[config.mk]
export PLATFORM = sky130hd
export DESIGN_NAME = card_access_table
export DESIGN_NICKNAME = d
export VERILOG_FILES = /design/src/hdl/cat_pkg.sv /design/src/hdl/cat_cell.sv /design/src/hdl/card_access_table.sv
export SDC_FILE = /design/constraint.sdc
export NUM_CORES = 2
export LEC_CHECK = 0
export BUFFER_PORTS_ARGS = -buffer_cell sky130_fd_sc_hd__buf_2
export CAP_MARGIN = 30
export CORE_MARGIN = 1.5
export CORE_UTILIZATION = 54
export CTS_CLUSTER_DIAMETER = 200
export DETAILED_ROUTE_END_ITERATION = 10
export MAX_ROUTING_LAYER = met4
export PLACE_DENSITY = 0.72
export SETUP_SLACK_MARGIN = 0.3
export SKIP_CTS_REPAIR_TIMING = 1
export SLEW_MARGIN = 20
export SYNTH_ARGS = -nofsm -noshare
export SYNTH_HDL_FRONTEND = slang
export SYNTH_SLANG_ARGS = --single-unit
export TNS_END_PERCENT = 10
[constraint.sdc]
create_clock -name aclk -period 11 [get_ports aclk]
set_clock_uncertainty 0.05 [all_clocks]
set_input_delay 1.65 -clock aclk [delete_from_list [all_inputs] [get_ports aclk]]
set_output_delay 1.65 -clock aclk [all_outputs]
set_load 0.02 [all_outputs]
[src/hdl/cat_pkg.sv]
// ----------------------------------------------------------------------------
// cat_pkg
// Shared types and codes for the card access table.
// ----------------------------------------------------------------------------
package cat_pkg;

    localparam int TABLE_DEPTH_DEF = 16;
    localparam int KEY_W           = 64;
    localparam int COUNT_OUT_W     = 5;

    localparam logic [1:0] MODE_ADD    = 2'd0;
    localparam logic [1:0] MODE_REMOVE = 2'd1;
    localparam logic [1:0] MODE_LOOKUP = 2'd2;

    localparam logic [1:0] STATUS_OK     = 2'd0;
    localparam logic [1:0] STATUS_ABSENT = 2'd1;
    localparam logic [1:0] STATUS_FULL   = 2'd2;

    typedef struct packed {
        logic [1:0]       mode;
        logic [KEY_W-1:0] card_id;
        logic             grant_access;
    } cat_in_t;

    typedef struct packed {
        logic [1:0]             status;
        logic                   card_access;
        logic [COUNT_OUT_W-1:0] entry_count;
    } cat_out_t;

    // Broadcast from the controller to every cell during the update cycle
    typedef struct packed {
        logic             exec;
        logic [1:0]       mode;
        logic [KEY_W-1:0] key;
        logic             grant;
        logic             hit;
        logic             full;
    } cat_cell_ctrl_t;

endpackage

[src/hdl/cat_cell.sv]
// ----------------------------------------------------------------------------
// cat_cell
// One table entry: key, flag, compare against the request key, and a move
// down from the next cell when an earlier or this entry is removed.
// ----------------------------------------------------------------------------
module cat_cell (
    input  logic                       aclk,
    input  cat_pkg::cat_cell_ctrl_t    ctrl,
    input  logic                       occupied,
    input  logic                       tail,
    input  logic                       found_in,
    input  logic [cat_pkg::KEY_W-1:0]  next_key,
    input  logic                       next_flag,
    output logic [cat_pkg::KEY_W-1:0]  key_q,
    output logic                       flag_q,
    output logic                       here,
    output logic                       found_out
);

    logic [cat_pkg::KEY_W-1:0] key_reg, key_next;
    logic                      flag_reg, flag_next;

    assign here      = occupied && (key_reg == ctrl.key);
    assign found_out = found_in || here;
    assign key_q     = key_reg;
    assign flag_q    = flag_reg;

    always_comb begin
        key_next  = key_reg;
        flag_next = flag_reg;
        if (ctrl.exec) begin
            if (ctrl.mode == cat_pkg::MODE_ADD) begin
                if (here) begin
                    flag_next = ctrl.grant;
                end else if (!ctrl.hit && !ctrl.full && tail) begin
                    key_next  = ctrl.key;
                    flag_next = ctrl.grant;
                end
            end else if (ctrl.mode == cat_pkg::MODE_REMOVE) begin
                // every entry from the removed one upward takes its neighbour's word
                if (found_out) begin
                    key_next  = next_key;
                    flag_next = next_flag;
                end
            end
        end
    end

    always_ff @(posedge aclk) begin
        key_reg  <= key_next;
        flag_reg <= flag_next;
    end

endmodule

[src/hdl/card_access_table.sv]
// ----------------------------------------------------------------------------
// card_access_table
// Ordered access list of card keys with flags: add/update, remove, lookup.
// ----------------------------------------------------------------------------
//  channel | ports                    | word
//  --------+--------------------------+----------------------------------
//  request | s_valid s_ready s_data   | mode, card_id, grant_access
//  result  | m_valid m_ready m_data   | status, card_access, entry_count
//
//  In IDLE the request word is registered; in EXEC every cell compares
//  in parallel and the row updates (shift-down on remove).
//  The result register frees the input: a new request is taken while a
//  result waits; the update cycle holds until the result register is free.
//  Synchronous active-low reset empties the table (count only).
// ----------------------------------------------------------------------------
module card_access_table #(
    parameter int TABLE_DEPTH = cat_pkg::TABLE_DEPTH_DEF
) (
    input  logic              aclk,
    input  logic              aresetn,
    input  logic              s_valid,
    output logic              s_ready,
    input  cat_pkg::cat_in_t  s_data,
    output logic              m_valid,
    input  logic              m_ready,
    output cat_pkg::cat_out_t m_data
);

    localparam int CNT_W = $clog2(TABLE_DEPTH + 1);

    localparam logic ST_IDLE = 1'b0;
    localparam logic ST_EXEC = 1'b1;

    logic                     state_reg, state_next;
    cat_pkg::cat_in_t         req_reg;
    logic [CNT_W-1:0]         count_reg, count_next;
    logic                     m_valid_reg, m_valid_next;
    cat_pkg::cat_out_t        m_data_reg, m_data_next;

    cat_pkg::cat_cell_ctrl_t  ctrl;
    logic                     exec_fire;
    logic                     hit;
    logic                     full;
    logic                     hit_flag;
    logic [31:0]              count_ext;

    logic [TABLE_DEPTH-1:0]   here_vec;
    logic [TABLE_DEPTH-1:0]   flag_vec;
    logic [TABLE_DEPTH:0]     found_chain;
    logic [cat_pkg::KEY_W-1:0] key_vec [TABLE_DEPTH];

    assign s_ready   = (state_reg == ST_IDLE);
    assign m_valid   = m_valid_reg;
    assign m_data    = m_data_reg;
    assign exec_fire = (state_reg == ST_EXEC) && (!m_valid_reg || m_ready);
    assign full      = (count_reg == CNT_W'(TABLE_DEPTH));
    assign hit       = found_chain[TABLE_DEPTH];
    assign hit_flag  = |(here_vec & flag_vec);

    assign ctrl.exec  = exec_fire;
    assign ctrl.mode  = req_reg.mode;
    assign ctrl.key   = req_reg.card_id;
    assign ctrl.grant = req_reg.grant_access;
    assign ctrl.hit   = hit;
    assign ctrl.full  = full;

    assign found_chain[0] = 1'b0;

    for (genvar i = 0; i < TABLE_DEPTH; i++) begin : g_cell
        logic [cat_pkg::KEY_W-1:0] nkey;
        logic                      nflag;
        if (i == TABLE_DEPTH - 1) begin : g_last
            assign nkey  = key_vec[i];
            assign nflag = flag_vec[i];
        end else begin : g_mid
            assign nkey  = key_vec[i+1];
            assign nflag = flag_vec[i+1];
        end
        cat_cell u_cell (
            .aclk      (aclk),
            .ctrl      (ctrl),
            .occupied  (CNT_W'(i) < count_reg),
            .tail      (CNT_W'(i) == count_reg),
            .found_in  (found_chain[i]),
            .next_key  (nkey),
            .next_flag (nflag),
            .key_q     (key_vec[i]),
            .flag_q    (flag_vec[i]),
            .here      (here_vec[i]),
            .found_out (found_chain[i+1])
        );
    end

    always_comb begin
        state_next   = state_reg;
        count_next   = count_reg;
        m_valid_next = m_valid_reg;
        m_data_next  = m_data_reg;
        count_ext    = '0;
        if (m_valid_reg && m_ready) begin
            m_valid_next = 1'b0;
        end
        unique case (state_reg)
            ST_IDLE: begin
                if (s_valid) begin
                    state_next = ST_EXEC;
                end
            end
            ST_EXEC: begin
                if (exec_fire) begin
                    state_next              = ST_IDLE;
                    m_valid_next            = 1'b1;
                    m_data_next.status      = cat_pkg::STATUS_OK;
                    m_data_next.card_access = 1'b0;
                    unique case (req_reg.mode)
                        cat_pkg::MODE_ADD: begin
                            if (hit) begin
                                m_data_next.card_access = req_reg.grant_access;
                            end else if (!full) begin
                                m_data_next.card_access = req_reg.grant_access;
                                count_next              = count_reg + CNT_W'(1);
                            end else begin
                                m_data_next.status = cat_pkg::STATUS_FULL;
                            end
                        end
                        cat_pkg::MODE_REMOVE: begin
                            if (hit) begin
                                count_next = count_reg - CNT_W'(1);
                            end else begin
                                m_data_next.status = cat_pkg::STATUS_ABSENT;
                            end
                        end
                        default: begin
                            // lookup, and the unused code
                            if (hit) begin
                                m_data_next.card_access = hit_flag;
                            end else begin
                                m_data_next.status = cat_pkg::STATUS_ABSENT;
                            end
                        end
                    endcase
                    count_ext               = 32'(count_next);
                    m_data_next.entry_count = count_ext[cat_pkg::COUNT_OUT_W-1:0];
                end
            end
            default: begin
                state_next = ST_IDLE;
            end
        endcase
    end

    always_ff @(posedge aclk) begin
        if (!aresetn) begin
            state_reg   <= ST_IDLE;
            count_reg   <= '0;
            m_valid_reg <= 1'b0;
        end else begin
            state_reg   <= state_next;
            count_reg   <= count_next;
            m_valid_reg <= m_valid_next;
        end
        if (s_valid && s_ready) begin
            req_reg <= s_data;
        end
        m_data_reg <= m_data_next;
    end

    // keys are stored once only, so at most one cell can match
    a_unique_match: assert property (@(posedge aclk) disable iff (!aresetn)
        $onehot0(here_vec))
        else $error("more than one cell matches the request key");

    a_count_bound: assert property (@(posedge aclk) disable iff (!aresetn)
        count_reg <= CNT_W'(TABLE_DEPTH))
        else $error("entry count beyond table depth");

    a_count_step: assert property (@(posedge aclk) disable iff (!aresetn)
        exec_fire |=> (count_reg == $past(count_reg))
                   || (count_reg == $past(count_reg) + CNT_W'(1))
                   || (count_reg == $past(count_reg) - CNT_W'(1)))
        else $error("entry count moved by more than one");

    a_accept_then_result: assert property (@(posedge aclk) disable iff (!aresetn)
        exec_fire |=> m_valid && s_ready)
        else $error("update cycle did not leave a result");

endmodule
==> run metrics <==
Post-Syn Instances=4,805; Yosys Warn Count=0; crit path DAT=7.02 ns; drt drc=0; Final Setup Violations=0; largest net degree at the start of global routing=198; Avg WL per Cell=46.6 µm; worst vdd ir=141 µV; f_max=148 MHz; main combinational cell family by area after synthesis=compound AO/OA/AOI/OAI gates; register bit total from synthesis=1,122; vias in the first global route=43,863; ys async rst share=0%; Reg clk slew, reported paths=0.07 ns; Most used DFF post-synth=edfxtp_1; R2R Path End=g_cell[0].u_cell.key_q[53]; max-slew violations=0; # fillers=8,650; core footprint=109,000 µm²; layout cell share with drive strength beyond 1=10.6%; first-pass GRT wire length=387,000 µm; Synth area leaders=edfxtp_1 56%, a21o_1 12%, xor2_1 8.0%; max_slew headroom=24.5%; critical-path maximum fanout=53; synthesized cell area=59,400 µm²; worst hold path depth=0; syn_area_per_cell=12.4 µm²; Hold Path Class=reg2reg; # port buffers=80; worst-skew pair later-pin latency=0.77 ns; CTS root buf=clkbuf_16; number of iterations in the first detailed-routing pass=6; PD cells=160 nW/µm²; reg2reg path depth=11; post-route clock period utilization=61.3%; routability cong.=1.12; IO Pins=81; vias per cell=7.42; worst r2r src=count_reg[3]; grt total ovfl=0; P_leak=0.0261 µW; final wirelength=294,000 µm; largest area contributor in the synthesized netlist=edfxtp_1; commonest cells after routing, fill and taps aside=1,115 x edfxtp_1, 977 x a21o_1, 543 x xor2_1; setup TNS=0 ns; Design Power=10,600 µW; Die ar.=112,000 µm²; TritonCTS Buffers=120; clk buf depth=3; final layout net count=4,865; Initial DRC Count=8,546; Worst Setup End Kind=flop; Row Count=121; RSZ-0062 raised after global routing=no; Hold Path Sink=g_cell[15].u_cell.flag_q; initial antenna violation count=27; Initial Util=54.5%; Seq/Total Area, Yosys=56.6%; Simple-Gate Fraction of Synth Area=11.8%; outcome=completed; Die W=335 µm; Antenna Nets Post-Route=0; DP Wirelength=205,000 µm; syn nets=4,881; xor and xnor area share after synthesis=14.1%; Synth Area in Adders=0.105%; WHS=0.430 ns; clk sinks=1,122; vias post-DR=46,911; Die Ht=335 µm; # H-tree levels=3; Worst-Margin Slew=1.13 ns; Global Route Usage Sum=53.8%; final hold vios=0; WS Path Type=reg2reg; mux contribution to synthesized area=0.0168%; Layout area overhead=11.0%; Max Cap Viol=0; CTS tree=done; commonest non-fill, non-tap cell in the layout=edfxtp_1; EDFF count, synth=1,115; Unique masters post-synth=78; startpoint type of the worst setup path=flop; Worst EP required=11.28 ns; Compound-Gate Fraction of Synth Area=14.3%; hold wc startpoint=ctrl[2]; Largest register FFs=1,024; Worst R2R Setup Slack=4.26 ns; top-area cell type share of the netlist area=56.3%; Final Critical Period=6.74 ns
-- worst max path at each step --
stage,startpoint,endpoint,slack (ns)
2_1_floorplan,m_ready,g_cell[7].u_cell.key_q[0],2.86
3_3_place_gp,ctrl[62],g_cell[0].u_cell.key_q[35],4.61
3_5_place_dp,count_reg[3],g_cell[0].u_cell.key_q[35],4.67
4_1_cts,ctrl[62],g_cell[0].u_cell.key_q[53],4.63
5_1_grt,count_reg[3],g_cell[0].u_cell.key_q[53],4.31
6_report,count_reg[3],g_cell[0].u_cell.key_q[53],4.26
-- stage by stage --
step,cells,utilization [%],instance area [µm²],worst slack [ns]
6_report,6320,60.5,66000,4.26
2_1_floorplan,4805,-,59400,2.86
3_5_place_dp,6070,56.4,61500,4.67
5_1_grt,6315,60.5,65900,4.31
3_3_place_gp,6057,56.2,61300,4.61
4_1_cts,6291,60.3,65700,4.63
-- cell families (layout without fill, tap and decap cells) --
group,after synthesis,after routing
xor+xnor,956,956
fa+ha+maj,5,5
compound gates,1132,1132
flops,1122,1122
simple gates,1161,1161
mux,1,1
other cells,0,18
buf+inv,428,511
-- metal layers --
layer | share of wire, % | vias up | GRT usage (%)
met2 | 41 | 4562 | 73.1
met1 | 33 | 23064 | 62.7
met4 | 11 | 0 | 46.3
met5 | 0 | - | -
met3 | 15 | 1387 | 19.8
li1 | - | 17898 | -
-- cell usage after synthesis (20+ instances only) --
library cell  number
edfxtp_1        1115
a21o_1           977
xor2_1           544
xnor2_1          412
clkbuf_1         238
nor4_1           222
nand4_1          184
nand2_1          114
buf_2            111
nor2_1            99
nor2b_1           81
nand2b_1          70
nor3_1            61
nand3_1           58
and2_1            57
inv_1             53
or4_1             36
nor4b_1           32
a21oi_1           28
nand4b_1          27
and4_1            21
buf_4             21
a2111oi_0         20
-- cell type report --
type / count / area, µm² / share of cell area (%)
well taps: 1414 / 1770 / 2.68
flip-flops and latches: 1122 / 33600 / 51.0
clock buffers: 142 / 3130 / 4.74
diodes: 18 / 45.0 / 0.0683
repair buffers: 237 / 1870 / 2.84
inverters: 53 / 199 / 0.302
multi-input cells: 3255 / 24200 / 36.8
clock inverters: 79 / 1070 / 1.62
-- worst max-delay path, cell delays in order, from the launching register on --
cell and delay, ns:
dfxtp_1 0.89, nor2b_1 0.36, a2111oi_0 0.21, nand4_1 0.19
nor4_1 0.07, and4_1 0.34, a31oi_1 0.74, nor4b_1 0.95
and2_1 0.80, nand4_1 0.29, a21oi_4 0.55, buf_4 0.78
-- where the power goes --
group          internal, µW  leakage (µW)  switching (µW)
Clock                  2590       0.00201            1830
Sequential             4790        0.0102            61.9
Combinational           366        0.0139             942
Total                  7750        0.0261            2830
Power figures use the tool's default switching activity.
